==> config.mk <==
export PLATFORM = sky130hd
export DESIGN_NAME = gray_image_statistics_unit_flat
export DESIGN_NICKNAME = d
export VERILOG_FILES = /design/src/hdl/gis_pkg.sv /design/src/hdl/gis_if.sv /design/src/hdl/gis_divider.sv /design/src/hdl/gray_image_statistics_unit.sv /design/src/flat_wrapper.sv
export SDC_FILE = /design/constraint.sdc
export NUM_CORES = 1
export LEC_CHECK = 0
export ABC_AREA = 1
export BUFFER_PORTS_ARGS = -buffer_cell sky130_fd_sc_hd__buf_2
export CAP_MARGIN = 20
export CORE_ASPECT_RATIO = 0.75
export CORE_MARGIN = 10
export CORE_UTILIZATION = 60
export CTS_BUF_LIST = sky130_fd_sc_hd__clkbuf_8
export CTS_CLUSTER_DIAMETER = 40
export DETAILED_ROUTE_END_ITERATION = 12
export GPL_TIMING_DRIVEN = 1
export PLACE_DENSITY = 0.8
export RECOVER_POWER = 100
export SLEW_MARGIN = 25
export SYNTH_ARGS = -nofsm -noshare
export SYNTH_HDL_FRONTEND = slang
export SYNTH_HIERARCHICAL = 1
export SYNTH_SLANG_ARGS = --single-unit
==> constraint.sdc <==
create_clock -name clk -period 7.4 [get_ports clk]
set_input_delay 1.11 -clock clk [delete_from_list [all_inputs] [get_ports clk]]
set_output_delay 1.11 -clock clk [all_outputs]
set_load 0.01 [all_outputs]
==> src/hdl/gis_pkg.sv <==
`timescale 1ns / 1ps

package gis_pkg;

	localparam int PIXEL_W    = 8;
	localparam int CFG_W      = 11;
	localparam int CFG_IDX_W  = 1;
	localparam int CONTRAST_W = 16;
	localparam int Q15_FRAC   = 15;

	// the shared divider always produces this many quotient bits
	localparam int QUOT_W     = 16;

	// contrast numerator (max-min) << 15 and denominator max+min
	localparam int CON_NUM_W  = PIXEL_W + Q15_FRAC;
	localparam int CON_DEN_W  = PIXEL_W + 1;

	localparam logic [PIXEL_W-1:0]    LEVEL_MAX = 8'hFF;
	localparam logic [CONTRAST_W-1:0] Q15_ONE   = 16'h8000;

	localparam logic [CFG_IDX_W-1:0] REG_IMAGE_WIDTH  = 1'b0;
	localparam logic [CFG_IDX_W-1:0] REG_IMAGE_HEIGHT = 1'b1;

	typedef enum logic [2:0] {
		ST_ACCUM,
		ST_MEAN_GO,
		ST_MEAN_WAIT,
		ST_CON_GO,
		ST_CON_WAIT
	} gis_state_t;

endpackage

==> src/hdl/gis_if.sv <==
`timescale 1ns / 1ps

interface gis_pixel_if;
	logic                         valid;
	logic                         ready;
	logic [gis_pkg::PIXEL_W-1:0]  pixel;

	modport source(output valid, output pixel, input ready);
	modport sink(input valid, input pixel, output ready);
endinterface

interface gis_result_if;
	logic                           valid;
	logic                           ready;
	logic [gis_pkg::PIXEL_W-1:0]    mean_level;
	logic [gis_pkg::PIXEL_W-1:0]    min_level;
	logic [gis_pkg::PIXEL_W-1:0]    max_level;
	logic [gis_pkg::CONTRAST_W-1:0] contrast;
	logic                           contrast_undefined;

	modport source(output valid, output mean_level, output min_level, output max_level,
		output contrast, output contrast_undefined, input ready);
	modport sink(input valid, input mean_level, input min_level, input max_level,
		input contrast, input contrast_undefined, output ready);
endinterface

interface gis_cfg_if;
	logic                          valid;
	logic                          ready;
	logic [gis_pkg::CFG_IDX_W-1:0] index;
	logic [gis_pkg::CFG_W-1:0]     data;

	modport source(output valid, output index, output data, input ready);
	modport sink(input valid, input index, input data, output ready);
endinterface

==> src/hdl/gis_divider.sv <==
`timescale 1ns / 1ps

// restoring divider, one quotient bit per cycle; the quotient must fit QUOT_W bits
module gis_divider #(
	parameter int NUM_W = 29,
	parameter int DEN_W = 21
) (
	input  logic                         clk,
	input  logic                         arst_n,
	input  logic                         start,
	input  logic [NUM_W-1:0]             num,
	input  logic [DEN_W-1:0]             den,
	output logic                         done,
	output logic [gis_pkg::QUOT_W-1:0]   quot
);

	localparam int STEP_W = $clog2(gis_pkg::QUOT_W);

	logic                        busy_q;
	logic                        done_q;
	logic [STEP_W-1:0]           step_q;
	logic [DEN_W-1:0]            rem_q;
	logic [DEN_W-1:0]            den_q;
	logic [gis_pkg::QUOT_W-1:0]  quo_q;

	logic [DEN_W:0]              trial;
	logic [DEN_W:0]              diff;
	logic                        fits;

	assign trial = {rem_q, quo_q[gis_pkg::QUOT_W-1]};
	assign diff  = trial - {1'b0, den_q};
	assign fits  = trial >= {1'b0, den_q};

	always_ff @(posedge clk or negedge arst_n) begin
		if (!arst_n) begin
			busy_q <= 1'b0;
			done_q <= 1'b0;
			step_q <= '0;
		end else begin
			done_q <= 1'b0;
			if (start) begin
				busy_q <= 1'b1;
				step_q <= '0;
			end else if (busy_q) begin
				step_q <= step_q + 1'b1;
				if (step_q == STEP_W'(gis_pkg::QUOT_W - 1)) begin
					busy_q <= 1'b0;
					done_q <= 1'b1;
				end
			end
		end
	end

	// low dividend bits shift out as quotient bits shift in
	always_ff @(posedge clk) begin
		if (start) begin
			rem_q <= DEN_W'(num >> gis_pkg::QUOT_W);
			quo_q <= num[gis_pkg::QUOT_W-1:0];
			den_q <= den;
		end else if (busy_q) begin
			rem_q <= fits ? diff[DEN_W-1:0] : trial[DEN_W-1:0];
			quo_q <= {quo_q[gis_pkg::QUOT_W-2:0], fits};
		end
	end

	assign done = done_q;
	assign quot = quo_q;

endmodule

==> src/hdl/gray_image_statistics_unit.sv <==
`timescale 1ns / 1ps

// Gray image statistics. Pixels of a frame enter on the pixels channel, one per
// cycle while ready is high; each transaction is one 8-bit gray sample. The frame
// size comes from the cfg channel (index 0 width, index 1 height, always ready),
// clamped to 1..MAX_WIDTH and 1..MAX_HEIGHT. Once width*height pixels are in,
// the block stops taking pixels, runs the mean and the contrast through one
// shared bit-serial divider and presents one transaction on the results
// channel: mean, min, max, Q1.15 Michelson contrast and a flag for an
// all-black frame. The result appears after the contrast division is done
// (after the mean division for an all-black frame, which skips the contrast
// division); pixels of the next frame are taken again from then on, one per
// cycle. A result waits in an output register until taken: pixels keep
// flowing meanwhile, but the last pixel of the following frame is held off
// until the previous result is gone. Reset sets width and height to 1, clears
// the running statistics and drops results.valid.
module gray_image_statistics_unit #(
	parameter int MAX_WIDTH  = 1024,
	parameter int MAX_HEIGHT = 1024
) (
	input  logic        clk,
	input  logic        arst_n,
	gis_cfg_if.sink     cfg,
	gis_pixel_if.sink   pixels,
	gis_result_if.source results
);

	localparam int W_W     = $clog2(MAX_WIDTH + 1);
	localparam int H_W     = $clog2(MAX_HEIGHT + 1);
	localparam int CNT_W   = $clog2(MAX_WIDTH * MAX_HEIGHT + 1);
	localparam int SUM_W   = CNT_W + gis_pkg::PIXEL_W;
	localparam int DIV_NUM_W = (SUM_W > gis_pkg::CON_NUM_W) ? SUM_W : gis_pkg::CON_NUM_W;
	localparam int DIV_DEN_W = (CNT_W > gis_pkg::CON_DEN_W) ? CNT_W : gis_pkg::CON_DEN_W;

	function automatic logic [W_W-1:0] clamp_w(input logic [gis_pkg::CFG_W-1:0] v);
		logic [W_W-1:0] r;
		if (v == '0)
			r = W_W'(1);
		else if (32'(v) > MAX_WIDTH)
			r = W_W'(MAX_WIDTH);
		else
			r = W_W'(v);
		return r;
	endfunction

	function automatic logic [H_W-1:0] clamp_h(input logic [gis_pkg::CFG_W-1:0] v);
		logic [H_W-1:0] r;
		if (v == '0)
			r = H_W'(1);
		else if (32'(v) > MAX_HEIGHT)
			r = H_W'(MAX_HEIGHT);
		else
			r = H_W'(v);
		return r;
	endfunction

	// frame geometry
	logic [W_W-1:0]        w_eff_q;
	logic [H_W-1:0]        h_eff_q;
	logic [CNT_W-1:0]      target_q;
	logic [W_W-1:0]        w_new;
	logic [H_W-1:0]        h_new;
	logic [W_W+H_W-1:0]    area;
	logic                  cfg_wr;

	// running statistics
	logic [SUM_W-1:0]            sum_q;
	logic [CNT_W-1:0]            count_q;
	logic [gis_pkg::PIXEL_W-1:0] min_q;
	logic [gis_pkg::PIXEL_W-1:0] max_q;
	logic [CNT_W-1:0]            count_nxt;
	logic                        last_pix;
	logic                        pix_acc;

	// result register
	logic                          out_valid_q;
	logic [gis_pkg::PIXEL_W-1:0]   res_mean_q;
	logic [gis_pkg::PIXEL_W-1:0]   res_min_q;
	logic [gis_pkg::PIXEL_W-1:0]   res_max_q;
	logic [gis_pkg::CONTRAST_W-1:0] res_contrast_q;
	logic                          res_undef_q;

	// sequencer
	gis_pkg::gis_state_t state_q, state_d;
	logic                div_start;
	logic                div_sel_con;
	logic                mean_cap;
	logic                finish;
	logic                finish_undef;
	logic                den_zero;
	logic [DIV_NUM_W-1:0] div_num;
	logic [DIV_DEN_W-1:0] div_den;
	logic                div_done;
	logic [gis_pkg::QUOT_W-1:0] div_quot;

	// configuration
	assign cfg.ready = 1'b1;
	assign cfg_wr    = cfg.valid;

	always_comb begin
		w_new = w_eff_q;
		h_new = h_eff_q;
		if (cfg_wr) begin
			case (cfg.index)
				gis_pkg::REG_IMAGE_WIDTH:  w_new = clamp_w(cfg.data);
				gis_pkg::REG_IMAGE_HEIGHT: h_new = clamp_h(cfg.data);
				default: ;
			endcase
		end
	end

	assign area = {{H_W{1'b0}}, w_new} * {{W_W{1'b0}}, h_new};

	always_ff @(posedge clk or negedge arst_n) begin
		if (!arst_n) begin
			w_eff_q  <= W_W'(1);
			h_eff_q  <= H_W'(1);
			target_q <= CNT_W'(1);
		end else if (cfg_wr) begin
			w_eff_q  <= w_new;
			h_eff_q  <= h_new;
			target_q <= CNT_W'(area);
		end
	end

	// pixel intake
	assign count_nxt    = count_q + 1'b1;
	assign last_pix     = count_nxt >= target_q;
	assign pixels.ready = (state_q == gis_pkg::ST_ACCUM) && !(last_pix && out_valid_q);
	assign pix_acc      = pixels.valid && pixels.ready;

	always_ff @(posedge clk or negedge arst_n) begin
		if (!arst_n) begin
			sum_q   <= '0;
			count_q <= '0;
			min_q   <= gis_pkg::LEVEL_MAX;
			max_q   <= '0;
		end else if (finish) begin
			sum_q   <= '0;
			count_q <= '0;
			min_q   <= gis_pkg::LEVEL_MAX;
			max_q   <= '0;
		end else if (pix_acc) begin
			sum_q   <= sum_q + SUM_W'(pixels.pixel);
			count_q <= count_nxt;
			if (pixels.pixel < min_q)
				min_q <= pixels.pixel;
			if (pixels.pixel > max_q)
				max_q <= pixels.pixel;
		end
	end

	// divider operands: mean first, then contrast
	assign den_zero = (max_q == '0) && (min_q == '0);
	assign div_num  = div_sel_con
		? DIV_NUM_W'({max_q - min_q, {gis_pkg::Q15_FRAC{1'b0}}})
		: DIV_NUM_W'(sum_q);
	assign div_den  = div_sel_con
		? DIV_DEN_W'({1'b0, max_q} + {1'b0, min_q})
		: DIV_DEN_W'(count_q);

	gis_divider #(
		.NUM_W(DIV_NUM_W),
		.DEN_W(DIV_DEN_W)
	) u_divider (
		.clk   (clk),
		.arst_n(arst_n),
		.start (div_start),
		.num   (div_num),
		.den   (div_den),
		.done  (div_done),
		.quot  (div_quot)
	);

	always_ff @(posedge clk or negedge arst_n) begin
		if (!arst_n)
			state_q <= gis_pkg::ST_ACCUM;
		else
			state_q <= state_d;
	end

	always_comb begin
		state_d      = state_q;
		div_start    = 1'b0;
		div_sel_con  = 1'b0;
		mean_cap     = 1'b0;
		finish       = 1'b0;
		finish_undef = 1'b0;
		case (state_q)
			gis_pkg::ST_ACCUM: begin
				if (pix_acc && last_pix)
					state_d = gis_pkg::ST_MEAN_GO;
			end
			gis_pkg::ST_MEAN_GO: begin
				div_start = 1'b1;
				state_d   = gis_pkg::ST_MEAN_WAIT;
			end
			gis_pkg::ST_MEAN_WAIT: begin
				if (div_done) begin
					mean_cap = 1'b1;
					state_d  = gis_pkg::ST_CON_GO;
				end
			end
			gis_pkg::ST_CON_GO: begin
				div_sel_con = 1'b1;
				if (den_zero) begin
					// all-black frame, contrast has no value
					finish       = 1'b1;
					finish_undef = 1'b1;
					state_d      = gis_pkg::ST_ACCUM;
				end else begin
					div_start = 1'b1;
					state_d   = gis_pkg::ST_CON_WAIT;
				end
			end
			gis_pkg::ST_CON_WAIT: begin
				if (div_done) begin
					finish  = 1'b1;
					state_d = gis_pkg::ST_ACCUM;
				end
			end
			default: state_d = gis_pkg::ST_ACCUM;
		endcase
	end

	// result register, free whenever a frame closes
	always_ff @(posedge clk or negedge arst_n) begin
		if (!arst_n)
			out_valid_q <= 1'b0;
		else if (finish)
			out_valid_q <= 1'b1;
		else if (results.ready)
			out_valid_q <= 1'b0;
	end

	always_ff @(posedge clk) begin
		if (mean_cap)
			res_mean_q <= div_quot[gis_pkg::PIXEL_W-1:0];
		if (finish) begin
			res_min_q      <= min_q;
			res_max_q      <= max_q;
			res_contrast_q <= finish_undef ? '0 : div_quot;
			res_undef_q    <= finish_undef;
		end
	end

	assign results.valid              = out_valid_q;
	assign results.mean_level         = res_mean_q;
	assign results.min_level          = res_min_q;
	assign results.max_level          = res_max_q;
	assign results.contrast           = res_contrast_q;
	assign results.contrast_undefined = res_undef_q;

endmodule

==> src/flat_wrapper.sv <==
// flat-port wrapper written by rule: the top's interface ports become plain ports
module gray_image_statistics_unit_flat 
#(
	parameter int MAX_WIDTH  = 1024,
	parameter int MAX_HEIGHT = 1024
)
  (clk, arst_n, cfg_valid, cfg_index, cfg_data, cfg_ready, pixels_valid, pixels_pixel, pixels_ready, results_valid, results_mean_level, results_min_level, results_max_level, results_contrast, results_contrast_undefined, results_ready);
  gis_cfg_if cfg_i ();
  gis_pixel_if pixels_i ();
  gis_result_if results_i ();
  input  logic clk;
  input  logic arst_n;
  input wire logic [$bits(cfg_i.valid)-1:0] cfg_valid;
  input wire logic [$bits(cfg_i.index)-1:0] cfg_index;
  input wire logic [$bits(cfg_i.data)-1:0] cfg_data;
  output wire logic [$bits(cfg_i.ready)-1:0] cfg_ready;
  input wire logic [$bits(pixels_i.valid)-1:0] pixels_valid;
  input wire logic [$bits(pixels_i.pixel)-1:0] pixels_pixel;
  output wire logic [$bits(pixels_i.ready)-1:0] pixels_ready;
  output wire logic [$bits(results_i.valid)-1:0] results_valid;
  output wire logic [$bits(results_i.mean_level)-1:0] results_mean_level;
  output wire logic [$bits(results_i.min_level)-1:0] results_min_level;
  output wire logic [$bits(results_i.max_level)-1:0] results_max_level;
  output wire logic [$bits(results_i.contrast)-1:0] results_contrast;
  output wire logic [$bits(results_i.contrast_undefined)-1:0] results_contrast_undefined;
  input wire logic [$bits(results_i.ready)-1:0] results_ready;
  assign cfg_i.valid = cfg_valid;
  assign cfg_i.index = cfg_index;
  assign cfg_i.data = cfg_data;
  assign cfg_ready = cfg_i.ready;
  assign pixels_i.valid = pixels_valid;
  assign pixels_i.pixel = pixels_pixel;
  assign pixels_ready = pixels_i.ready;
  assign results_valid = results_i.valid;
  assign results_mean_level = results_i.mean_level;
  assign results_min_level = results_i.min_level;
  assign results_max_level = results_i.max_level;
  assign results_contrast = results_i.contrast;
  assign results_contrast_undefined = results_i.contrast_undefined;
  assign results_i.ready = results_ready;
  gray_image_statistics_unit #(.MAX_WIDTH(MAX_WIDTH), .MAX_HEIGHT(MAX_HEIGHT)) u_core (.clk(clk), .arst_n(arst_n), .cfg(cfg_i), .pixels(pixels_i), .results(results_i));
endmodule
==> metrics.log <==
[metrics] status: complete, but fails checks
[metrics] failing checks: capacitance limit, slew limit
[metrics] pin count of the biggest net entering global routing: 71
[metrics] gr ovfl total: 0
[metrics] Worst EP required: 7.83 ns
[metrics] post-synth design cell area: 17700 µm²
[metrics] Layout Cell Area excl Fill: 19100 µm²
[metrics] number of flops mapped to enable cells by yosys: 91
[metrics] worst-margin pin slew: 3.66 ns
[metrics] routed via count: 15400
[metrics] post-cts sizing count: 0
[metrics] number of routed nets with antenna violations: 0
[metrics] CTS buffer count: 40
[metrics] post-route fraction of the period consumed by the critical path: 91.2%
[metrics] initial core utilization: 60.9%
[metrics] GRT met1 Usage: 40.4%
[metrics] number of fill cells in the layout: 2519
[metrics] clock sinks: 218
[metrics] Synth Warn #: 6
[metrics] Main synth FF type: sky130_fd_sc_hd__dfrtp_1
[metrics] number of global-route vias before repair: 14600
[metrics] final count of hold timing violations: 0
[metrics] max-cap violation count: 5
[metrics] aggregate global-route resource usage: 26.1%
[metrics] power density relative to cell area: 380 nW/µm²
[metrics] end of the worst register-to-register path: u_core/sum_q[12]$_DFFE_PN0P_
[metrics] global-route met2 utilization: 34.7%
[metrics] Final Non-Filler Cells: 2815
[metrics] Post-Synthesis Mean Instance Area: 7.66 µm²
[metrics] detailed-routing iteration count for the pre-antenna-repair pass: 6
[metrics] worst min-delay path endpoint: u_core/u_divider/rem_q[13]$_SDFFE_PP0P_
[metrics] CTS Hold Bufs: 0
[metrics] maximum clock skew at final layout: 0.0228 ns
[metrics] Wirelength per Cell: 17.1 µm
[metrics] dominant cells by area after synthesis: sky130_fd_sc_hd__edfxtp_1 (15%), sky130_fd_sc_hd__dfrtp_1 (15%), sky130_fd_sc_hd__nand2_1 (13%), sky130_fd_sc_hd__ha_1 (9.8%), sky130_fd_sc_hd__fa_1 (9.4%)
[metrics] share of synthesized area occupied by flip-flops and latches: 33.2%
[metrics] post-place instance area: 18400 µm²
[metrics] clock transition time at the flip-flop clock pins of the worst setup and hold paths: 0.05 ns
[metrics] post-synth top area share: 15.4%
[metrics] share of flip-flops with an asynchronous set or reset: 54.6%
[metrics] placed instance count: 2741
[metrics] DIE AREA: 36900 µm²
[metrics] highest-utilization routing layer at the global route stage: met1
[metrics] launching point of the worst reg2reg path: u_core/state_q[1]$_DFFE_PN0P_
[metrics] vertical die dimension: 169 µm
[metrics] post-synthesis instance total: 2317
[metrics] worst-case headroom to the max-slew limit: -144%
[metrics] Area growth, synth to finish: 7.82%
[metrics] clock tree from TritonCTS: yes
[metrics] met3 Track Usage GR: 8.16%
[metrics] gp weighted congestion: 0.984
[metrics] worst hold path type: reg -> reg
[metrics] H-tree depth: 2
[metrics] number of pins exceeding their max-slew limit in the final report: 252
[metrics] Post-synth top cells: sky130_fd_sc_hd__nand2_1 (633), sky130_fd_sc_hd__inv_1 (420), sky130_fd_sc_hd__nor2_1 (213), sky130_fd_sc_hd__nand3_1 (149), sky130_fd_sc_hd__ha_1 (139)
[metrics] number of distinct library cells after synthesis: 58
[metrics] cell at the root of the clock tree: sky130_fd_sc_hd__clkbuf_8
[metrics] cell depth of the worst hold path: 2
[metrics] antenna violations before repair: 0
[metrics] Clock Tree Buf Depth: 3
[metrics] wire length of the first global-routing pass: 77500 µm
[metrics] half-perimeter wire length after placement: 37100 µm
[metrics] Antenna Cells: 0
[metrics] path type of the worst setup path: in -> reg
[metrics] leakage power summed over all cells: 0.00994 µW
[metrics] Net Count, Synth: 2564
[metrics] launching element type of the critical path: input port
[metrics] Die X-Extent: 219 µm
[metrics] shortest period the worst path allows: 6.75 ns
[metrics] nets: 2638
[metrics] origin of the worst min-delay path: u_core/u_divider/rem_q[13]$_SDFFE_PP0P_
[metrics] post-synthesis cell type with the largest combined area: sky130_fd_sc_hd__edfxtp_1
[metrics] count of standard-cell rows: 54
[metrics] final setup TNS: 0 ns
[metrics] clock network latency to the later pin of the worst-skew pair: 0.56 ns
[metrics] setup fix buffers added after clock tree synthesis: 0
[metrics] number of design rule violations left after detail routing: 0
[metrics] peak supply drop: 241 µV
[metrics] number of storage elements in the synthesis netlist: 218
[metrics] largest fanout of any net on the critical path: 11
[metrics] timing-limited maximum frequency: 148 MHz
[metrics] number of DRC markers in iteration 0: 1827
[metrics] cell count of the worst reg-to-reg path: 10
[metrics] fraction of layout instances using a drive strength above 1: 6.36%
[metrics] Worst Setup End Kind: flip-flop
[metrics] RSZ-0062 raised after global routing: no
[metrics] detailed-route vias per instance: 5.47
[metrics] share of the core filled with cells in the final layout: 65.7%
[metrics] Buffers on Ports: 67
[metrics] arrival time at the worst endpoint: 7.18 ns
[metrics] top-level I/O count: 69
[metrics] most numerous cell in the Yosys netlist: sky130_fd_sc_hd__nand2_1
[metrics] final setup fails: 0
[metrics] setup slack on the worst flop-to-flop path: 1.11 ns
[metrics] final wirelength: 48100 µm
[metrics] Pwr Total: 7270 µW
[metrics] core region area: 29100 µm²
power by group:
| group | internal, µW | total [µW] | switching, µW |
|---|---|---|---|
| clock | 648 | 1180 | 532 |
| sequential | 1730 | 2000 | 270 |
| combinational | 1400 | 4100 | 2700 |
| total | 3770 | 7270 | 3500 |
metal layers:
layer | part of all wire [%] | vias up
met4 | 0.89 | 0
met5 | 0 | -
li1 | - | 7414
met1 | 47 | 7242
met2 | 40 | 706
met3 | 12 | 41
worst max-delay path, stage by stage:
cell,delay (ns)
sky130_fd_sc_hd__clkbuf_1,0.11
sky130_fd_sc_hd__nor2_1,0.11
sky130_fd_sc_hd__nand2_1,0.13
sky130_fd_sc_hd__o31ai_4,0.42
sky130_fd_sc_hd__nand2_1,0.14
sky130_fd_sc_hd__o21ai_0,0.20
sky130_fd_sc_hd__clkbuf_1,0.56
sky130_fd_sc_hd__nand2_1,0.17
sky130_fd_sc_hd__fa_1,0.56
sky130_fd_sc_hd__inv_1,0.05
sky130_fd_sc_hd__fa_1,0.50
sky130_fd_sc_hd__inv_1,0.05
sky130_fd_sc_hd__fa_1,0.46
sky130_fd_sc_hd__fa_1,0.54
sky130_fd_sc_hd__fa_1,0.58
sky130_fd_sc_hd__inv_1,0.05
sky130_fd_sc_hd__ha_1,0.34
sky130_fd_sc_hd__a21oi_1,0.21
sky130_fd_sc_hd__nor2_1,0.06
sky130_fd_sc_hd__nor2_1,0.08
sky130_fd_sc_hd__nand3_1,0.15
sky130_fd_sc_hd__a21o_1,0.20
sky130_fd_sc_hd__or2_2,0.27
sky130_fd_sc_hd__nand3_1,0.08
sky130_fd_sc_hd__nand2_1,0.06
area by class of cell:
cell class                 count  area [µm²]  share of cell area, %
clock buffer                  43         592                   3.09
clock inverter                31         220                   1.15
inverter                     433        1630                   8.51
multi-input combinational   1616        9940                   52.0
sequential                   218        5880                   30.8
tap                          392         490                   2.56
timing repair buffer          82         379                   1.98
how the worst max path moves through the flow:
stage           startpoint                              end  depth (start not counted)
2_1_floorplan  cfg_data[3]  u_core/target_q[17]$_DFFE_PN0P_                         24
3_3_place_gp   cfg_data[3]  u_core/target_q[17]$_DFFE_PN0P_                         26
3_5_place_dp     cfg_valid  u_core/target_q[17]$_DFFE_PN0P_                         25
4_1_cts          cfg_valid  u_core/target_q[17]$_DFFE_PN0P_                         25
5_1_grt          cfg_valid  u_core/target_q[17]$_DFFE_PN0P_                         25
6_report       cfg_data[3]  u_core/target_q[17]$_DFFE_PN0P_                         25
per-stage QoR:
stage | hold WS, ns | worst slack, ns
floorplan | 0.444 | 1.12
global placement | 0.455 | 0.424
detailed placement | 0.463 | 0.272
CTS | 0.469 | 0.861
global route | 0.494 | 0.309
finish | 0.471 | 0.650
cells by family after synthesis:
kind of cell	synth area share, %
XOR/XNOR	3.31
AO/OA/AOI/OAI	6.68
buffers and inverters	10.7
adder cells (fa/ha/maj)	19.2
other	0.0211
AND/OR/NAND/NOR	27.0
flip-flops	33.2
sequential cells by signal, indices dropped and copies added (netlist names), 4 cells and up:
register                   cells
u_core/count_q                21
u_core/h_eff_q                11
u_core/max_q                   8
u_core/min_q                   8
u_core/results.contrast       16
u_core/results.max_level       8
u_core/results.mean_level      8
u_core/results.min_level       8
u_core/sum_q                  29
u_core/target_q               21
u_core/u_divider/den_q        21
u_core/u_divider/quot         16
u_core/u_divider/rem_q        21
u_core/u_divider/step_q        4
u_core/w_eff_q                11
cells in the final DEF (no fill, tap or decap), types with 13 or more instances in the layout:
master | synthesis | layout
sky130_fd_sc_hd__inv_1 | 420 | 431
sky130_fd_sc_hd__clkbuf_1 | 22 | 47
sky130_fd_sc_hd__o21ai_0 | 98 | 103
sky130_fd_sc_hd__clkbuf_8 | 0 | 43
sky130_fd_sc_hd__edfxtp_1 | 91 | 91
sky130_fd_sc_hd__nor2_1 | 213 | 215
sky130_fd_sc_hd__nor3_1 | 31 | 31
sky130_fd_sc_hd__nand4_1 | 19 | 20
sky130_fd_sc_hd__buf_2 | 16 | 22
sky130_fd_sc_hd__a21oi_1 | 53 | 53
sky130_fd_sc_hd__nand2_1 | 633 | 634
sky130_fd_sc_hd__or2_2 | 15 | 15
sky130_fd_sc_hd__ha_1 | 139 | 139
sky130_fd_sc_hd__xnor2_1 | 20 | 20
sky130_fd_sc_hd__nand3_1 | 149 | 149
sky130_fd_sc_hd__nand3b_1 | 23 | 23
sky130_fd_sc_hd__xor2_1 | 47 | 47
sky130_fd_sc_hd__fa_1 | 83 | 83
sky130_fd_sc_hd__dfrtp_1 | 108 | 108
sky130_fd_sc_hd__clkinv_1 | 4 | 13
Note: power is estimated with default switching activity, not from simulation.
